$ cat config.mk
export PLATFORM = sky130hd
export DESIGN_NAME = acbc_front_flat
export DESIGN_NICKNAME = d
export VERILOG_FILES = /design/src/hw/rtl/acbc_pkg.sv /design/src/hw/rtl/acbc_if.sv /design/src/hw/rtl/acbc_front.sv /design/src/flat_wrapper.sv
export SDC_FILE = /design/constraint.sdc
export NUM_CORES = 1
export LEC_CHECK = 0
export BUFFER_PORTS_ARGS = -buffer_cell sky130_fd_sc_hd__buf_2
export CAP_MARGIN = 40
export CORE_AREA = 4 4 105 107
export DETAILED_ROUTE_END_ITERATION = 6
export DIE_AREA = 0 0 109 111
export GPL_TIMING_DRIVEN = 0
export PLACE_DENSITY_LB_ADDON = 0.05
export SETUP_SLACK_MARGIN = 0.3
export SYNTH_ARGS = -nofsm -noshare
export SYNTH_HDL_FRONTEND = slang
export SYNTH_SLANG_ARGS = --single-unit
$ cat constraint.sdc
create_clock -name clk -period 4.2 [get_ports clk]
set_input_delay 0.21 -clock clk [delete_from_list [all_inputs] [get_ports clk]]
set_output_delay 0.21 -clock clk [all_outputs]
set_load 0.05 [all_outputs]
$ cat src/hw/rtl/acbc_pkg.sv
`timescale 1ns / 1ps

package acbc_pkg;

    localparam int BLOCK_BYTES = 16;
    localparam int BLOCK_BITS  = 8 * BLOCK_BYTES;
    localparam int ROUNDS      = 10;
    localparam int QUEUE_DEPTH = 2;

    typedef enum logic [2:0] {
        REG_KEY_UPPER    = 3'd0,
        REG_KEY_LOWER    = 3'd1,
        REG_IV_UPPER     = 3'd2,
        REG_IV_LOWER     = 3'd3,
        REG_DECRYPT_MODE = 3'd4,
        REG_PAD_ENABLE   = 3'd5
    } reg_idx_t;

    typedef struct packed {
        logic [BLOCK_BITS-1:0] data;
        logic                  last;
        logic                  first;
        logic                  decrypt;
    } cmd_t;

    typedef struct packed {
        logic [BLOCK_BITS-1:0] key;
        logic [BLOCK_BITS-1:0] iv;
        logic                  key_wr;
    } core_cfg_t;

    localparam logic [7:0] SBOX [256] = '{
        8'h63,8'h7c,8'h77,8'h7b,8'hf2,8'h6b,8'h6f,8'hc5,8'h30,8'h01,8'h67,8'h2b,8'hfe,8'hd7,8'hab,8'h76,
        8'hca,8'h82,8'hc9,8'h7d,8'hfa,8'h59,8'h47,8'hf0,8'had,8'hd4,8'ha2,8'haf,8'h9c,8'ha4,8'h72,8'hc0,
        8'hb7,8'hfd,8'h93,8'h26,8'h36,8'h3f,8'hf7,8'hcc,8'h34,8'ha5,8'he5,8'hf1,8'h71,8'hd8,8'h31,8'h15,
        8'h04,8'hc7,8'h23,8'hc3,8'h18,8'h96,8'h05,8'h9a,8'h07,8'h12,8'h80,8'he2,8'heb,8'h27,8'hb2,8'h75,
        8'h09,8'h83,8'h2c,8'h1a,8'h1b,8'h6e,8'h5a,8'ha0,8'h52,8'h3b,8'hd6,8'hb3,8'h29,8'he3,8'h2f,8'h84,
        8'h53,8'hd1,8'h00,8'hed,8'h20,8'hfc,8'hb1,8'h5b,8'h6a,8'hcb,8'hbe,8'h39,8'h4a,8'h4c,8'h58,8'hcf,
        8'hd0,8'hef,8'haa,8'hfb,8'h43,8'h4d,8'h33,8'h85,8'h45,8'hf9,8'h02,8'h7f,8'h50,8'h3c,8'h9f,8'ha8,
        8'h51,8'ha3,8'h40,8'h8f,8'h92,8'h9d,8'h38,8'hf5,8'hbc,8'hb6,8'hda,8'h21,8'h10,8'hff,8'hf3,8'hd2,
        8'hcd,8'h0c,8'h13,8'hec,8'h5f,8'h97,8'h44,8'h17,8'hc4,8'ha7,8'h7e,8'h3d,8'h64,8'h5d,8'h19,8'h73,
        8'h60,8'h81,8'h4f,8'hdc,8'h22,8'h2a,8'h90,8'h88,8'h46,8'hee,8'hb8,8'h14,8'hde,8'h5e,8'h0b,8'hdb,
        8'he0,8'h32,8'h3a,8'h0a,8'h49,8'h06,8'h24,8'h5c,8'hc2,8'hd3,8'hac,8'h62,8'h91,8'h95,8'he4,8'h79,
        8'he7,8'hc8,8'h37,8'h6d,8'h8d,8'hd5,8'h4e,8'ha9,8'h6c,8'h56,8'hf4,8'hea,8'h65,8'h7a,8'hae,8'h08,
        8'hba,8'h78,8'h25,8'h2e,8'h1c,8'ha6,8'hb4,8'hc6,8'he8,8'hdd,8'h74,8'h1f,8'h4b,8'hbd,8'h8b,8'h8a,
        8'h70,8'h3e,8'hb5,8'h66,8'h48,8'h03,8'hf6,8'h0e,8'h61,8'h35,8'h57,8'hb9,8'h86,8'hc1,8'h1d,8'h9e,
        8'he1,8'hf8,8'h98,8'h11,8'h69,8'hd9,8'h8e,8'h94,8'h9b,8'h1e,8'h87,8'he9,8'hce,8'h55,8'h28,8'hdf,
        8'h8c,8'ha1,8'h89,8'h0d,8'hbf,8'he6,8'h42,8'h68,8'h41,8'h99,8'h2d,8'h0f,8'hb0,8'h54,8'hbb,8'h16
    };

    localparam logic [7:0] INV_SBOX [256] = '{
        8'h52,8'h09,8'h6a,8'hd5,8'h30,8'h36,8'ha5,8'h38,8'hbf,8'h40,8'ha3,8'h9e,8'h81,8'hf3,8'hd7,8'hfb,
        8'h7c,8'he3,8'h39,8'h82,8'h9b,8'h2f,8'hff,8'h87,8'h34,8'h8e,8'h43,8'h44,8'hc4,8'hde,8'he9,8'hcb,
        8'h54,8'h7b,8'h94,8'h32,8'ha6,8'hc2,8'h23,8'h3d,8'hee,8'h4c,8'h95,8'h0b,8'h42,8'hfa,8'hc3,8'h4e,
        8'h08,8'h2e,8'ha1,8'h66,8'h28,8'hd9,8'h24,8'hb2,8'h76,8'h5b,8'ha2,8'h49,8'h6d,8'h8b,8'hd1,8'h25,
        8'h72,8'hf8,8'hf6,8'h64,8'h86,8'h68,8'h98,8'h16,8'hd4,8'ha4,8'h5c,8'hcc,8'h5d,8'h65,8'hb6,8'h92,
        8'h6c,8'h70,8'h48,8'h50,8'hfd,8'hed,8'hb9,8'hda,8'h5e,8'h15,8'h46,8'h57,8'ha7,8'h8d,8'h9d,8'h84,
        8'h90,8'hd8,8'hab,8'h00,8'h8c,8'hbc,8'hd3,8'h0a,8'hf7,8'he4,8'h58,8'h05,8'hb8,8'hb3,8'h45,8'h06,
        8'hd0,8'h2c,8'h1e,8'h8f,8'hca,8'h3f,8'h0f,8'h02,8'hc1,8'haf,8'hbd,8'h03,8'h01,8'h13,8'h8a,8'h6b,
        8'h3a,8'h91,8'h11,8'h41,8'h4f,8'h67,8'hdc,8'hea,8'h97,8'hf2,8'hcf,8'hce,8'hf0,8'hb4,8'he6,8'h73,
        8'h96,8'hac,8'h74,8'h22,8'he7,8'had,8'h35,8'h85,8'he2,8'hf9,8'h37,8'he8,8'h1c,8'h75,8'hdf,8'h6e,
        8'h47,8'hf1,8'h1a,8'h71,8'h1d,8'h29,8'hc5,8'h89,8'h6f,8'hb7,8'h62,8'h0e,8'haa,8'h18,8'hbe,8'h1b,
        8'hfc,8'h56,8'h3e,8'h4b,8'hc6,8'hd2,8'h79,8'h20,8'h9a,8'hdb,8'hc0,8'hfe,8'h78,8'hcd,8'h5a,8'hf4,
        8'h1f,8'hdd,8'ha8,8'h33,8'h88,8'h07,8'hc7,8'h31,8'hb1,8'h12,8'h10,8'h59,8'h27,8'h80,8'hec,8'h5f,
        8'h60,8'h51,8'h7f,8'ha9,8'h19,8'hb5,8'h4a,8'h0d,8'h2d,8'he5,8'h7a,8'h9f,8'h93,8'hc9,8'h9c,8'hef,
        8'ha0,8'he0,8'h3b,8'h4d,8'hae,8'h2a,8'hf5,8'hb0,8'hc8,8'heb,8'hbb,8'h3c,8'h83,8'h53,8'h99,8'h61,
        8'h17,8'h2b,8'h04,8'h7e,8'hba,8'h77,8'hd6,8'h26,8'he1,8'h69,8'h14,8'h63,8'h55,8'h21,8'h0c,8'h7d
    };

    function automatic logic [7:0] xtime(input logic [7:0] a);
        return {a[6:0], 1'b0} ^ (a[7] ? 8'h1b : 8'h00);
    endfunction

    function automatic logic [BLOCK_BITS-1:0] sub_shift(input logic [BLOCK_BITS-1:0] s);
        logic [BLOCK_BITS-1:0] t;
        int src;
        for (int i = 0; i < BLOCK_BYTES; i++)
        begin
            src = (i & 3) + 4 * (((i >> 2) + (i & 3)) & 3);
            t[BLOCK_BITS-1-8*i -: 8] = SBOX[s[BLOCK_BITS-1-8*src -: 8]];
        end
        return t;
    endfunction

    function automatic logic [BLOCK_BITS-1:0] inv_shift_sub(input logic [BLOCK_BITS-1:0] s);
        logic [BLOCK_BITS-1:0] t;
        int dst;
        for (int i = 0; i < BLOCK_BYTES; i++)
        begin
            dst = (i & 3) + 4 * (((i >> 2) + (i & 3)) & 3);
            t[BLOCK_BITS-1-8*dst -: 8] = INV_SBOX[s[BLOCK_BITS-1-8*i -: 8]];
        end
        return t;
    endfunction

    function automatic logic [BLOCK_BITS-1:0] mix(input logic [BLOCK_BITS-1:0] s);
        logic [BLOCK_BITS-1:0] t;
        logic [7:0] a0, a1, a2, a3;
        for (int c = 0; c < 4; c++)
        begin
            a0 = s[BLOCK_BITS-1-32*c -: 8];
            a1 = s[BLOCK_BITS-9-32*c -: 8];
            a2 = s[BLOCK_BITS-17-32*c -: 8];
            a3 = s[BLOCK_BITS-25-32*c -: 8];
            t[BLOCK_BITS-1-32*c -: 8]  = xtime(a0) ^ xtime(a1) ^ a1 ^ a2 ^ a3;
            t[BLOCK_BITS-9-32*c -: 8]  = a0 ^ xtime(a1) ^ xtime(a2) ^ a2 ^ a3;
            t[BLOCK_BITS-17-32*c -: 8] = a0 ^ a1 ^ xtime(a2) ^ xtime(a3) ^ a3;
            t[BLOCK_BITS-25-32*c -: 8] = xtime(a0) ^ a0 ^ a1 ^ a2 ^ xtime(a3);
        end
        return t;
    endfunction

    function automatic logic [31:0] mul_terms(input logic [7:0] a);
        logic [7:0] x2, x4, x8;
        x2 = xtime(a);
        x4 = xtime(x2);
        x8 = xtime(x4);
        // 14, 11, 13, 9
        return {x8 ^ x4 ^ x2, x8 ^ x2 ^ a, x8 ^ x4 ^ a, x8 ^ a};
    endfunction

    function automatic logic [BLOCK_BITS-1:0] inv_mix(input logic [BLOCK_BITS-1:0] s);
        logic [BLOCK_BITS-1:0] t;
        logic [31:0] m0, m1, m2, m3;
        for (int c = 0; c < 4; c++)
        begin
            m0 = mul_terms(s[BLOCK_BITS-1-32*c -: 8]);
            m1 = mul_terms(s[BLOCK_BITS-9-32*c -: 8]);
            m2 = mul_terms(s[BLOCK_BITS-17-32*c -: 8]);
            m3 = mul_terms(s[BLOCK_BITS-25-32*c -: 8]);
            t[BLOCK_BITS-1-32*c -: 8]  = m0[31:24] ^ m1[23:16] ^ m2[15:8] ^ m3[7:0];
            t[BLOCK_BITS-9-32*c -: 8]  = m0[7:0] ^ m1[31:24] ^ m2[23:16] ^ m3[15:8];
            t[BLOCK_BITS-17-32*c -: 8] = m0[15:8] ^ m1[7:0] ^ m2[31:24] ^ m3[23:16];
            t[BLOCK_BITS-25-32*c -: 8] = m0[23:16] ^ m1[15:8] ^ m2[7:0] ^ m3[31:24];
        end
        return t;
    endfunction

    function automatic logic [BLOCK_BITS-1:0] enc_round(input logic [BLOCK_BITS-1:0] s,
                                                        input logic [BLOCK_BITS-1:0] k,
                                                        input logic                  last);
        logic [BLOCK_BITS-1:0] t;
        t = sub_shift(s);
        if (!last)
        begin
            t = mix(t);
        end
        return t ^ k;
    endfunction

    function automatic logic [BLOCK_BITS-1:0] dec_round(input logic [BLOCK_BITS-1:0] s,
                                                        input logic [BLOCK_BITS-1:0] k,
                                                        input logic                  last);
        logic [BLOCK_BITS-1:0] t;
        t = inv_shift_sub(s) ^ k;
        if (!last)
        begin
            t = inv_mix(t);
        end
        return t;
    endfunction

    function automatic logic [BLOCK_BITS-1:0] key_step(input logic [BLOCK_BITS-1:0] w,
                                                       input logic [7:0]            rc);
        logic [31:0] t, w0, w1, w2, w3;
        t  = {SBOX[w[23:16]] ^ rc, SBOX[w[15:8]], SBOX[w[7:0]], SBOX[w[31:24]]};
        w0 = w[127:96] ^ t;
        w1 = w[95:64] ^ w0;
        w2 = w[63:32] ^ w1;
        w3 = w[31:0] ^ w2;
        return {w0, w1, w2, w3};
    endfunction

endpackage

$ cat src/hw/rtl/acbc_if.sv
`timescale 1ns / 1ps

interface acbc_in_if;
    logic        valid;
    logic        ready;
    logic [63:0] block_upper;
    logic [63:0] block_lower;
    logic        final_block;
    logic [4:0]  valid_bytes;

    modport source (output valid, block_upper, block_lower, final_block, valid_bytes,
                    input ready);
    modport sink (input valid, block_upper, block_lower, final_block, valid_bytes,
                  output ready);
endinterface


$ cat src/hw/rtl/acbc_front.sv
`timescale 1ns / 1ps

module acbc_front (
    input  logic          clk,
    input  logic          rst_n,
    acbc_in_if.sink       blocks,
    input  logic          decrypt_mode,
    input  logic          pad_enable,
    input  logic          cmd_full,
    output logic          cmd_push,
    output acbc_pkg::cmd_t cmd
);
    import acbc_pkg::*;

    logic                  start_reg, start_next;
    logic                  extra_reg, extra_next;
    logic                  accept;
    logic [4:0]            nv;
    logic [7:0]            pad_val;
    logic                  pad_case;
    logic                  need_extra;
    logic [BLOCK_BITS-1:0] in_data;
    logic [BLOCK_BITS-1:0] padded;

    assign blocks.ready = !cmd_full && !extra_reg;
    assign accept       = blocks.valid && blocks.ready;
    assign in_data      = {blocks.block_upper, blocks.block_lower};

    always_comb
    begin
        nv         = (blocks.valid_bytes > 5'(BLOCK_BYTES)) ? 5'(BLOCK_BYTES) : blocks.valid_bytes;
        pad_val    = 8'(5'(BLOCK_BYTES) - nv);
        pad_case   = !decrypt_mode && pad_enable && blocks.final_block;
        need_extra = pad_case && (nv == 5'(BLOCK_BYTES));
        for (int i = 0; i < BLOCK_BYTES; i++)
        begin
            padded[BLOCK_BITS-1-8*i -: 8] = (5'(i) < nv) ? in_data[BLOCK_BITS-1-8*i -: 8]
                                                         : pad_val;
        end
    end

    always_comb
    begin
        cmd        = '0;
        start_next = start_reg;
        extra_next = extra_reg;
        if (extra_reg)
        begin
            cmd_push    = !cmd_full;
            cmd.data    = {BLOCK_BYTES{8'(BLOCK_BYTES)}};
            cmd.last    = 1'b1;
            cmd.first   = 1'b0;
            cmd.decrypt = 1'b0;
            if (!cmd_full)
            begin
                extra_next = 1'b0;
            end
        end
        else
        begin
            cmd_push    = accept;
            cmd.first   = start_reg;
            cmd.decrypt = decrypt_mode;
            if (pad_case && !need_extra)
            begin
                cmd.data = padded;
                cmd.last = 1'b1;
            end
            else
            begin
                cmd.data = in_data;
                cmd.last = blocks.final_block && !need_extra;
            end
            if (accept)
            begin
                start_next = blocks.final_block;
                extra_next = need_extra;
            end
        end
    end

    always_ff @(posedge clk or negedge rst_n)
    begin
        if (!rst_n)
        begin
            start_reg <= 1'b1;
            extra_reg <= 1'b0;
        end
        else
        begin
            start_reg <= start_next;
            extra_reg <= extra_next;
        end
    end

endmodule

$ cat src/flat_wrapper.sv
// flat-port wrapper written by rule: the top's interface ports become plain ports
module acbc_front_flat import acbc_pkg::*;
  (clk, rst_n, decrypt_mode, pad_enable, cmd_full, cmd_push, cmd, blocks_valid, blocks_block_upper, blocks_block_lower, blocks_final_block, blocks_valid_bytes, blocks_ready);
  acbc_in_if blocks_i ();
  input  logic clk;
  input  logic rst_n;
  input  logic decrypt_mode;
  input  logic pad_enable;
  input  logic cmd_full;
  output logic cmd_push;
  output acbc_pkg::cmd_t cmd;
  input wire logic [$bits(blocks_i.valid)-1:0] blocks_valid;
  input wire logic [$bits(blocks_i.block_upper)-1:0] blocks_block_upper;
  input wire logic [$bits(blocks_i.block_lower)-1:0] blocks_block_lower;
  input wire logic [$bits(blocks_i.final_block)-1:0] blocks_final_block;
  input wire logic [$bits(blocks_i.valid_bytes)-1:0] blocks_valid_bytes;
  output wire logic [$bits(blocks_i.ready)-1:0] blocks_ready;
  assign blocks_i.valid = blocks_valid;
  assign blocks_i.block_upper = blocks_block_upper;
  assign blocks_i.block_lower = blocks_block_lower;
  assign blocks_i.final_block = blocks_final_block;
  assign blocks_i.valid_bytes = blocks_valid_bytes;
  assign blocks_ready = blocks_i.ready;
  acbc_front u_core (.clk(clk), .rst_n(rst_n), .blocks(blocks_i), .decrypt_mode(decrypt_mode), .pad_enable(pad_enable), .cmd_full(cmd_full), .cmd_push(cmd_push), .cmd(cmd));
endmodule
Word level (Yosys, flattened, before mapping):

Cells that the tools add are included.

* add/sub/neg operators: 1
* mux-type cells: 23
* equality and inequality tests: 1
* order comparisons: 17
* bitwise gates (word level): 1
* reductions and logical operators: 12

Operator list (count)
* $mux 131: 1
* $mux 129: 1
* $mux 8: 16
* $lt 4x5->1 const A: 8
* $lt 3x5->1 const A: 4
* $lt 1x5->1 const A: 2
* $lt 2x5->1 const A: 2
* $logic_and 1x1->1: 7
* $sub 5x5->6 const A: 1
* $eq 5x5->1 const B: 1
* $gt 5x5->1 const B: 1
* $mux 5: 1
* $logic_not 1->1: 4
* $mux 1: 4
* $reduce_and 2->1: 1
* $not 1->1: 1

* input port bits: 140
* register bits: 2
* output and inout bits: 133

Longest topological paths before layout:

Gate-level depths: netlist of run 1.

* word-level depth: 8
* mapped depth: 12

Worst setup path before layout of run 1:

No wires, ideal clock.

* kind: in2out
* start point: input blocks_valid_bytes[0]
* end point: output cmd[91] (netlist name)
* stages on the path: 11
* buffers on the path: 1
* arrival: 3.293 ns
* slack: 0.697 ns
* data required time: 3.990 ns
* cell sequence: inv_1 > nor2_1 > inv_1 > ha_1 > o21a_1 > ha_1 > or3_1 > buf_2 > nor3_4 > nor2_1 > a211oi_1

RTL lines
* from (decl): line flat_wrapper.sv:16 `input wire logic [$bits(blocks_i.valid_bytes)-1:0] blocks_valid_bytes;`
* to (decl): line flat_wrapper.sv:11 `output acbc_pkg::cmd_t cmd;`

==> flow_metrics.py, run 1 <==
metrics = {
    "critical_path": {
        "worstPathMaxFanout": 9,
        "crit_type": "in -> out",
        "cp-start-kind": "input port",
        "rr_startpoint": "u_core.extra_reg",
        "cp_cell_sequence": "buf_2 > inv_1 > nor2_2 > inv_1 > ha_1 > o21a_1 > ha_1 > or3_1 > buf_2 > nor3_4 > nor2_1 > a211oi_1 > buf_2",
        "critPathBufInv": 5,
        "end_kind": "output pin",
        "slowest_stage": "nor3_4",
        "worst_r2r_endpoint": "u_core.start_reg",
        "critPathMostFrequentCell": "buf_2",
        "arrival_ns": 3.36,
        "ff2ff_path_depth": 3,
        "max_stage_delay_ns": 0.41,
        "path_delay_family": "simple AND/OR/NAND/NOR gates",
        "reg2reg_slack_ns": 2.84,
        "crit_required_ns": 3.99,
    },
    "hold_path": {
        "hold_path.class": "in -> reg",
        "worstHoldStart": "cmd_full",
        "holdPathStages": 2,
        "min_to": "u_core.extra_reg",
    },
    "die": {
        "die_w_um": 109,
        "ios": 273,
        "die_h_um": 111,
        "dieArea_um2": 12100,
        "rows": 37,
        "core_um2": 10100,
        "start_util_pct": 19.9,
    },
    "pwr": {
        "p_leak_uw": 0.00188,
        "ir_drop_v": 0.000193,
        "sequentialPowerShare_pct": 3.1,
        "swShare_pct": 64.7,
        "p_switching_uw": 472,
        "intPower_uw": 257,
        "powerDensity_nw_per_um2": 201,
        "p_comb_share_pct": 85.9,
        "clockPowerShare_pct": 11.0,
    },
    "route": {
        "drc": 0,
        "drtIter0Drc": 147,
        "wl_per_cell_um": 16.9,
        "drtPass1Iterations": 5,
        "antenna_left": 0,
        "vias": 3316,
        "wl_um": 12200,
        "avgViaCountPerCell": 4.57,
    },
    "clocking": {
        "clock_path_buffers": 2,
        "cts.htree.levels": 1,
        "cts.sinks": 2,
        "cts_setup_buffers": 0,
        "clockRootBuffer": "clkbuf_8",
        "cts_tree": "yes",
        "cts_buffers": 3,
        "clk_latency_ns": 0.21,
        "clk_pin_slew_ns": 0.03,
    },
    "placement": {
        "place_area_um2": 3560,
        "io_buffer_count": 272,
        "dp_hpwl_um": 10200,
        "gp_congestion": 0.762,
    },
    "flow_run": {
        "timing.max_cap.violations": 0,
    },
    "global_routing": {
        "grt_antenna_before_repair": 0,
        "grt_start_max_net_pins": 11,
        "grt_pass1_vias": 3330,
        "grt_usage_pct": 18.6,
        "grt.overflow.total": 0,
        "grt_pass1_wl_um": 18000,
    },
    "timing": {
        "fmax_mhz": 280,
        "hold_viol_final": 0,
        "period_share_pct": 85.0,
        "rsz0062_at_grt": "false",
        "tightest_slew_ns": 0.741,
        "final.setup.tns_ns": 0,
        "post-route-min-period_ns": 3.57,
        "slew_headroom_pct": 50.2,
        "finClkSkew_ns": 0.00201,
        "setup_violations": 0,
        "hold-worst-slack_ns": 0.284,
        "drv_slew": 0,
    },
    "synth": {
        "synth_ff_type": "dfstp_2",
        "synth_cells": 311,
        "synth_edf_count": 0,
        "seq_area_frac_synth_pct": 2.54,
        "async_reset_ff_share_pct": 100,
        "syn_area_per_cell_um2": 6.49,
        "synth_cell_types": 52,
        "syn_nets": 453,
        "ys_ff_latch": 2,
        "syn_area_um2": 2020,
        "ys_warn_count": 0,
    },
    "layout": {
        "final_common_cell": "buf_2",
        "final_cell_area_um2": 3620,
        "drive_above_1_share_pct": 52.6,
        "nets": 732,
        "final_cell_mix": "buf_2 (279), nor2_1 (42), nand2_1 (33)",
        "antenna_cells": 0,
        "area_growth_pct": 79.6,
    },
    "status": {
        "status": "complete, no violations",
    },
}
[how the worst max path moves through the flow]
stage          cells past startpoint  endpoint                  start  slack (ns)
2_1_floorplan                     11   cmd[91]  blocks_valid_bytes[0]        0.70
3_3_place_gp                      13   cmd[30]  blocks_valid_bytes[0]        0.33
3_5_place_dp                      13   cmd[54]  blocks_valid_bytes[0]        0.31
4_1_cts                           12  cmd[107]  blocks_valid_bytes[0]        0.37
5_1_grt                           13   cmd[91]  blocks_valid_bytes[0]        0.41
6_report                          13   cmd[91]  blocks_valid_bytes[0]        0.63
[metal layers]
metal / global-route usage [%] / part of all wire, %
met5: 0 / 0
met4: 2.10 / 0.74
met3: 2.74 / 7.3
met2: 35.5 / 51
met1: 22.1 / 40
[area by class of cell]
type                       instances  area [µm²]
fill                            1137        6520
clock buffer                       4        45.0
inverter                           2        7.51
timing repair buffer             274        1380
buffer                            29         136
sequential                         2        51.3
multi-input combinational        278        1830
tap                              136         170
[power by group through the flow]
stage | Combinational [µW] | Sequential, µW | Clock (µW)
final | 626 | 22.6 | 80.4
after global routing | 662 | 22.8 | 85.1
after CTS | 629 | 22.7 | 82.7
after detailed placement | 627 | 22.8 | 0
after global placement | 622 | 22.8 | 0
after floorplan | 445 | 22.6 | 0
[cells in the mapped netlist (all sizes together) (2+ instances only)]
master / count / area share (%)
nor3: 15 / 5.0
o21a: 9 / 3.3
or4: 2 / 0.93
o31a: 2 / 0.87
and2: 23 / 7.1
mux2i: 27 / 13
nand3: 6 / 1.5
a21oi: 29 / 7.2
nor2b: 4 / 1.2
nand2b: 4 / 1.2
nor2: 47 / 9.1
a211oi: 9 / 6.0
or2: 3 / 0.93
and3b: 2 / 0.87
nand2: 33 / 6.1
nor4: 2 / 1.4
inv: 2 / 0.37
clkbuf: 15 / 2.8
a21o: 7 / 2.6
nand4: 3 / 0.93
buf: 14 / 4.0
nor3b: 28 / 10
or3: 2 / 0.62
nand3b: 4 / 2.1
ha: 2 / 1.2
o21ai: 2 / 0.50
[what timing repair did]
| item | 4_1_cts | 5_1_grt |
|---|---|---|
| hold buffers | 1 | 0 |
| hold endpoints to repair | 2 | 0 |
| endpoints found under the setup margin | 1 | 48 |
| gates resized for setup | 1 | 2 |
[metrics by stage]
stage | utilization (%) | worst slack (ns) | std cells | total power, µW
global placement | 35.0 | 0.332 | 719 | 645
detailed placement | 35.1 | 0.311 | 720 | 649
floorplan | - | 0.697 | 311 | 467
global route | 35.7 | 0.406 | 725 | 770
finish | 35.7 | 0.632 | 725 | 729
CTS | 35.6 | 0.371 | 725 | 735
[worst register-to-register path: stages (launching register included)]
cell and delay [ns]:
dfrtp_1 0.34, clkbuf_1 0.24, nor3b_1 0.34, mux2_2 0.37
[cell families (layout without fill, tap and decap cells)]
kind of cell / count (synthesis) / in the layout / share of synthesized area, %
AOI/OAI and AO/OA: 67 / 67 / 24.2
xor gates and xnor gates: 1 / 1 / 0.434
adders and majority gates: 2 / 2 / 1.24
buffers and inverters: 31 / 309 / 7.13
DFF: 2 / 2 / 2.54
muxes: 28 / 28 / 14.0
and+or+nand+nor: 180 / 180 / 50.5
(Power assumes the default switching activity.)
==> run 2, diff against run 1 <==
--- a/config.mk
+++ b/config.mk
@@ -5,11 +5,12 @@
 export SDC_FILE = /design/constraint.sdc
 export NUM_CORES = 1
 export LEC_CHECK = 0
+export ABC_AREA = 1
 export BUFFER_PORTS_ARGS = -buffer_cell sky130_fd_sc_hd__buf_2
 export CAP_MARGIN = 40
-export CORE_AREA = 4 4 105 107
+export CORE_AREA = 4 4 104 106
 export DETAILED_ROUTE_END_ITERATION = 6
-export DIE_AREA = 0 0 109 111
+export DIE_AREA = 0 0 108 110
 export GPL_TIMING_DRIVEN = 0
 export PLACE_DENSITY_LB_ADDON = 0.05
 export SETUP_SLACK_MARGIN = 0.3
==> constraint.sdc (replaced) <==
create_clock -name clk -period 3.2 [get_ports clk]
set_input_delay 0.16 -clock clk [delete_from_list [all_inputs] [get_ports clk]]
set_output_delay 0.16 -clock clk [all_outputs]
set_load 0.05 [all_outputs]
==> flow_metrics.py, run 2 <==
metrics = {
    "placement": {
        "dp_hpwl_um": 11200,
        "gp_congestion": 0.858,
        "io_buffer_count": 271,
        "dp_cells": 845,
    },
    "flow_run": {
        "timing.max_cap.violations": 0,
    },
    "route": {
        "vias": 3757,
        "drc": 0,
        "avgViaCountPerCell": 4.40,
        "antenna_left": 0,
        "wl_per_cell_um": 15.7,
        "drtIter0Drc": 174,
        "drtPass1Iterations": 4,
        "wl_um": 13400,
    },
    "layout": {
        "antenna_cells": 0,
        "post_layout_nonfiller_instances": 853,
        "nets": 863,
        "final_cell_mix": "buf_2 (243), nor2_1 (105), nand2_1 (97)",
        "final_common_cell": "buf_2",
        "area_growth_pct": 86.1,
        "nFillCells": 1146,
        "drive_above_1_share_pct": 46.7,
    },
    "die": {
        "core_um2": 9770,
        "ios": 273,
        "die_w_um": 108,
        "start_util_pct": 21.2,
        "dieArea_um2": 11900,
        "die_h_um": 110,
        "rows": 36,
    },
    "timing": {
        "rsz0062_at_grt": "false",
        "fmax_mhz": 369,
        "final.setup.tns_ns": 0,
        "slew_headroom_pct": 51.3,
        "hold_viol_final": 0,
        "setup_violations": 0,
        "tightest_slew_ns": 0.730,
        "finClkSkew_ns": 0.00853,
        "period_share_pct": 84.7,
        "post-route-min-period_ns": 2.71,
        "drv_slew": 0,
    },
    "pwr": {
        "ir_drop_v": 0.0000977,
        "powerDensity_nw_per_um2": 255,
        "p_leak_uw": 0.00249,
    },
    "hold_path": {
        "hold_path.class": "in -> reg",
    },
    "global_routing": {
        "grt_usage_pct": 20.2,
        "globalRouteMet2Util_pct": 40.7,
        "grt_antenna_before_repair": 0,
        "gr-usage-met1_pct": 23.0,
        "grt_pass1_wl_um": 19000,
        "met3_usage_pct": 3.38,
        "grt_start_max_net_pins": 11,
        "grt_pass1_vias": 3663,
        "grt.overflow.total": 0,
        "grt.busiest_layer": "met2",
    },
    "synth": {
        "ys_warn_count": 0,
        "synth_cell_types": 33,
        "syn_area_per_cell_um2": 4.70,
        "synth_ff_type": "dfstp_2",
        "post-synth-top-count-cell": "nor2_1",
        "synth_top_cell_area_share_pct": 19.2,
        "seq_area_frac_synth_pct": 2.47,
        "ys_ff_latch": 2,
        "synth_top_area_cell": "nor2_1",
        "synth_edf_count": 0,
        "async_reset_ff_share_pct": 100,
        "syn_nets": 583,
        "synth_cells": 441,
        "yosys-top-cells-area": "nor2_1 (19%), nand2_1 (18%), inv_1 (10%)",
        "syn_area_um2": 2070,
        "synthTopCellsByCount": "nor2_1 (106), nand2_1 (99), inv_1 (56)",
    },
    "critical_path": {
        "cp-start-kind": "input port",
        "arrival_ns": 2.55,
        "end_kind": "output pin",
        "crit_required_ns": 3.04,
        "worstPathMaxFanout": 10,
        "crit_type": "in -> out",
    },
    "status": {
        "status": "complete, no violations",
    },
    "clocking": {
        "cts.htree.levels": 1,
        "clock_path_buffers": 2,
        "cts_tree": "yes",
        "clk_pin_slew_ns": 0.03,
        "cts_buffers": 3,
        "cts.sinks": 2,
        "clockRootBuffer": "clkbuf_8",
        "clk_latency_ns": 0.22,
    },
}
## run 2: cell count changes after synthesis, moves of 7 or more
cell	change
inv_1	+54
nand3_1	+20
inv_2	+11
nor2_1	+62
and2_1	-23
o21ai_0	+25
nand2_1	+66
nor3b_1	-22
mux2i_1	-27
a21o_1	-7
o21a_1	-7
nand2_2	+13
## run 2: cells by family (layout without fill, tap and decap cells)
| family | Yosys count | in the layout | share of synthesized area (%) |
|---|---|---|---|
| adders and majority gates | 2 | 2 | 1.21 |
| AOI/OAI and AO/OA | 68 | 68 | 17.6 |
| buffers and inverters | 88 | 367 | 17.5 |
| and+or+nand+nor | 281 | 281 | 61.2 |
| DFF | 2 | 2 | 2.47 |
## run 2: worst paths after layout
kind / startpoint / endpoint / slack, ns / depth (start not counted)
max: blocks_valid_bytes[0] / cmd[40] / 0.49 / 17
min reg2reg: u_core.start_reg / u_core.start_reg / 0.50 / 2
min in group asynchronous: rst_n / u_core.extra_reg / 0.26 / 2
min: cmd_full / u_core.extra_reg / 0.19 / 3
max in group asynchronous: rst_n / u_core.start_reg / 2.75 / 2
max reg2reg: u_core.extra_reg / u_core.extra_reg / 1.88 / 4
## run 2: report_power, final
group | internal, µW | switching [µW] | total [µW]
Clock | 84.6 | 21.9 | 107
Sequential | 28.4 | 0.937 | 29.3
Combinational | 230 | 617 | 847
Total | 343 | 640 | 983
## run 2: stage by stage
stage	power (µW)	instance area (µm²)	hold slack [ns]	setup WS [ns]	utilization, %
2_1_floorplan	611	2100	-0.136	0.170	-
5_1_grt	1040	3860	0.258	0.300	39.5
4_1_cts	970	3700	0.195	0.278	37.8
3_5_place_dp	853	3620	-0.0501	0.213	37.0
6_report	983	3860	0.192	0.489	39.5
3_3_place_gp	848	3620	-0.0547	0.222	37.0
## run 2: routing by layer
| layer | routed length, µm | vias to the layer above | share of wire, % |
|---|---|---|---|
| met5 | 0 | - | 0 |
| met1 | 5180 | 1657 | 39 |
| met2 | 7080 | 170 | 53 |
| met3 | 1080 | 4 | 8.1 |
| met4 | 31 | 0 | 0.23 |
| li1 | - | 1926 | - |
## run 2: worst max-delay path, cell delays in order
cell and delay [ns]:
buf_2 0.17, inv_4 0.12, nor2_2 0.05, inv_2 0.15
ha_4 0.18, nand2_2 0.07, or2_2 0.27, inv_1 0.06
ha_2 0.21, inv_1 0.09, nand2_4 0.15, nor2_8 0.07
nand2_2 0.07, buf_2 0.20, nand2_1 0.13, nor2_1 0.11
buf_2 0.26
## run 2: cell type report
type	instances	area, µm²	share of cell area (%)
flip-flops and latches	2	51.3	1.33
repair buffers	275	1480	38.3
multi-input cells	351	1750	45.4
well taps	133	166	4.31
inverters	67	254	6.58
clock buffers	4	45.0	1.17
plain buffers	21	111	2.89
## run 2: repair_timing
item,4_1_cts,5_1_grt
setup buffers,0,3
endpoints found under the setup margin,26,95
pin swaps,0,3
endpoints found under the hold margin,2,0
gates resized for setup,9,46
cloned,0,0
hold buffers,1,0
==> run 3, diff against run 2 <==
--- a/config.mk
+++ b/config.mk
@@ -8,9 +8,9 @@
 export ABC_AREA = 1
 export BUFFER_PORTS_ARGS = -buffer_cell sky130_fd_sc_hd__buf_2
 export CAP_MARGIN = 40
-export CORE_AREA = 4 4 104 106
+export CORE_AREA = 4 4 103 105
 export DETAILED_ROUTE_END_ITERATION = 6
-export DIE_AREA = 0 0 108 110
+export DIE_AREA = 0 0 107 109
 export GPL_TIMING_DRIVEN = 0
 export PLACE_DENSITY_LB_ADDON = 0.05
 export SETUP_SLACK_MARGIN = 0.3
==> constraint.sdc (replaced) <==
create_clock -name clk -period 2.57 [get_ports clk]
set_input_delay 0.1285 -clock clk [delete_from_list [all_inputs] [get_ports clk]]
set_output_delay 0.1285 -clock clk [all_outputs]
set_load 0.05 [all_outputs]
==> flow_metrics.py, run 3 (synthesized netlist as in run 2, its figures left out) <==
metrics = {
    "status": {
        "status": "complete, no violations",
    },
    "pwr": {
        "clockPowerShare_pct": 9.3,
        "p_switching_uw": 870,
        "sequentialPowerShare_pct": 2.6,
        "swShare_pct": 61.0,
        "intPower_uw": 556,
        "ir_drop_v": 0.000141,
        "p_comb_share_pct": 88.1,
        "finalPower_uw": 1430,
        "p_leak_uw": 0.00296,
        "powerDensity_nw_per_um2": 279,
    },
    "global_routing": {
        "grt_pass1_vias": 3957,
        "globalRouteMet2Util_pct": 43.4,
        "grt_antenna_before_repair": 0,
        "gr-usage-met1_pct": 25.3,
        "grt.busiest_layer": "met2",
        "grt.overflow.total": 0,
        "grt_pass1_wl_um": 20400,
        "grt_start_max_net_pins": 11,
        "met3_usage_pct": 3.55,
        "grt_usage_pct": 22.0,
    },
    "layout": {
        "fin_util_pct": 53.1,
        "final_cell_area_um2": 5120,
        "final_cell_mix": "buf_2 (190), nand2_1 (86), buf_4 (82)",
        "final_common_cell": "buf_2",
        "nets": 903,
        "area_growth_pct": 147,
        "antenna_cells": 0,
        "drive_above_1_share_pct": 63.9,
    },
    "die": {
        "die_w_um": 107,
        "start_util_pct": 21.5,
        "core_um2": 9640,
        "rows": 36,
        "ios": 273,
        "die_h_um": 109,
        "dieArea_um2": 11700,
    },
    "critical_path": {
        "max_stage_delay_ns": 0.28,
        "worst_r2r_endpoint": "u_core.extra_reg",
        "worstPathMaxFanout": 6,
        "cp-start-kind": "input port",
        "path_delay_family": "buffers and inverters",
        "crit_required_ns": 2.44,
        "rr_startpoint": "u_core.extra_reg",
        "cp_cell_sequence": "buf_12 > clkinv_8 > nor2_4 > inv_2 > ha_4 > nand2_4 > or2_4 > inv_2 > ha_4 > inv_4 > nand2_8 > nor2_8 > nand2_4 > bufbuf_16 > o21ai_1 > nor2_4 > buf_4",
        "reg2reg_slack_ns": 1.51,
        "end_kind": "output pin",
        "critPathBufInv": 7,
        "slowest_stage": "bufbuf_16",
        "crit_type": "in -> out",
        "ff2ff_path_depth": 4,
        "arrival_ns": 2.09,
    },
    "flow_run": {
        "timing.max_cap.violations": 0,
    },
    "hold_path": {
        "holdPathStages": 3,
        "hold_path.class": "in -> reg",
        "worstHoldStart": "cmd_full",
        "min_to": "u_core.extra_reg",
    },
    "clocking": {
        "clk_pin_slew_ns": 0.03,
        "clockRootBuffer": "clkbuf_8",
        "cts_buffers": 3,
        "clock_path_buffers": 2,
        "cts.sinks": 2,
        "cts_tree": "yes",
        "cts.htree.levels": 1,
        "clk_latency_ns": 0.21,
    },
    "route": {
        "antenna_left": 0,
        "vias": 4024,
        "drtIter0Drc": 142,
        "drc": 0,
        "avgViaCountPerCell": 4.51,
        "drtPass1Iterations": 4,
        "wl_per_cell_um": 15.5,
        "wl_um": 13900,
    },
    "timing": {
        "finClkSkew_ns": 0.00985,
        "post-route-min-period_ns": 2.22,
        "period_share_pct": 86.2,
        "slew_headroom_pct": 51.8,
        "drv_slew": 0,
        "tightest_slew_ns": 0.723,
        "hold_viol_final": 0,
        "fmax_mhz": 451,
        "setup_violations": 0,
        "setup_slack_ns": 0.355,
        "rsz0062_at_grt": "true",
    },
    "placement": {
        "gp_congestion": 0.852,
        "post-place-ws_ns": -0.265,
        "dp_hpwl_um": 11100,
        "io_buffer_count": 271,
        "place_area_um2": 4130,
    },
}
## run 3: how the worst max path moves through the flow
stage / start / end / slack (ns) / depth (start not counted)
2_1_floorplan: blocks_valid_bytes[4] / cmd[115] / -0.04 / 15
3_3_place_gp: blocks_valid_bytes[0] / cmd[91] / -0.23 / 17
3_5_place_dp: blocks_valid_bytes[0] / cmd[84] / -0.27 / 16
4_1_cts: blocks_valid_bytes[4] / cmd[14] / 0.30 / 18
5_1_grt: blocks_valid_bytes[0] / cmd[28] / 0.24 / 16
6_report: blocks_valid_bytes[0] / cmd[38] / 0.35 / 17
## run 3: power by group through the flow
stage	clock, µW	sequential [µW]	combinational, µW
finish	133	36.5	1260
global placement	0	36.7	1100
CTS	134	36.6	1230
floorplan	0	36.4	805
global route	139	36.7	1330
detailed placement	0	36.8	1110
## run 3: cell type report
| class | instances | area [µm²] |
|---|---|---|
| timing repair buffer | 314 | 2050 |
| buffer | 21 | 151 |
| multi-input combinational | 352 | 2380 |
| clock buffer | 4 | 45.0 |
| sequential | 2 | 51.3 |
| tap | 133 | 166 |
| fill | 1029 | 4520 |
| inverter | 67 | 272 |
## run 3: repair_timing
action / CTS / global route
hold endpoints to repair: 2 / 0
gates cloned: 1 / 1
hold buffers: 1 / 0
endpoints found under the setup margin: 128 / 85
setup buffers: 21 / 18
pin swaps: 14 / 16
gates resized for setup: 149 / 56
## run 3: routing by layer
layer  wire length [µm]  up-vias
met5                  0        -
met4                142        0
met3               1070        9
met2               7480      172
met1               5190     1832
li1                   -     2011
## run 3: per-stage QoR
step	hold slack (ns)	instances	setup TNS, ns
after floorplan	-0.167	441	-0.228
after global placement	-0.0849	845	-10.46
after detailed placement	-0.0824	847	-12.87
after CTS	0.160	874	0
after global routing	0.189	893	0
final	0.158	893	0
## run 3: worst min-delay path: stages
cell and delay (ns):
buf_2 0.10, nand2_1 0.05, o31ai_1 0.06
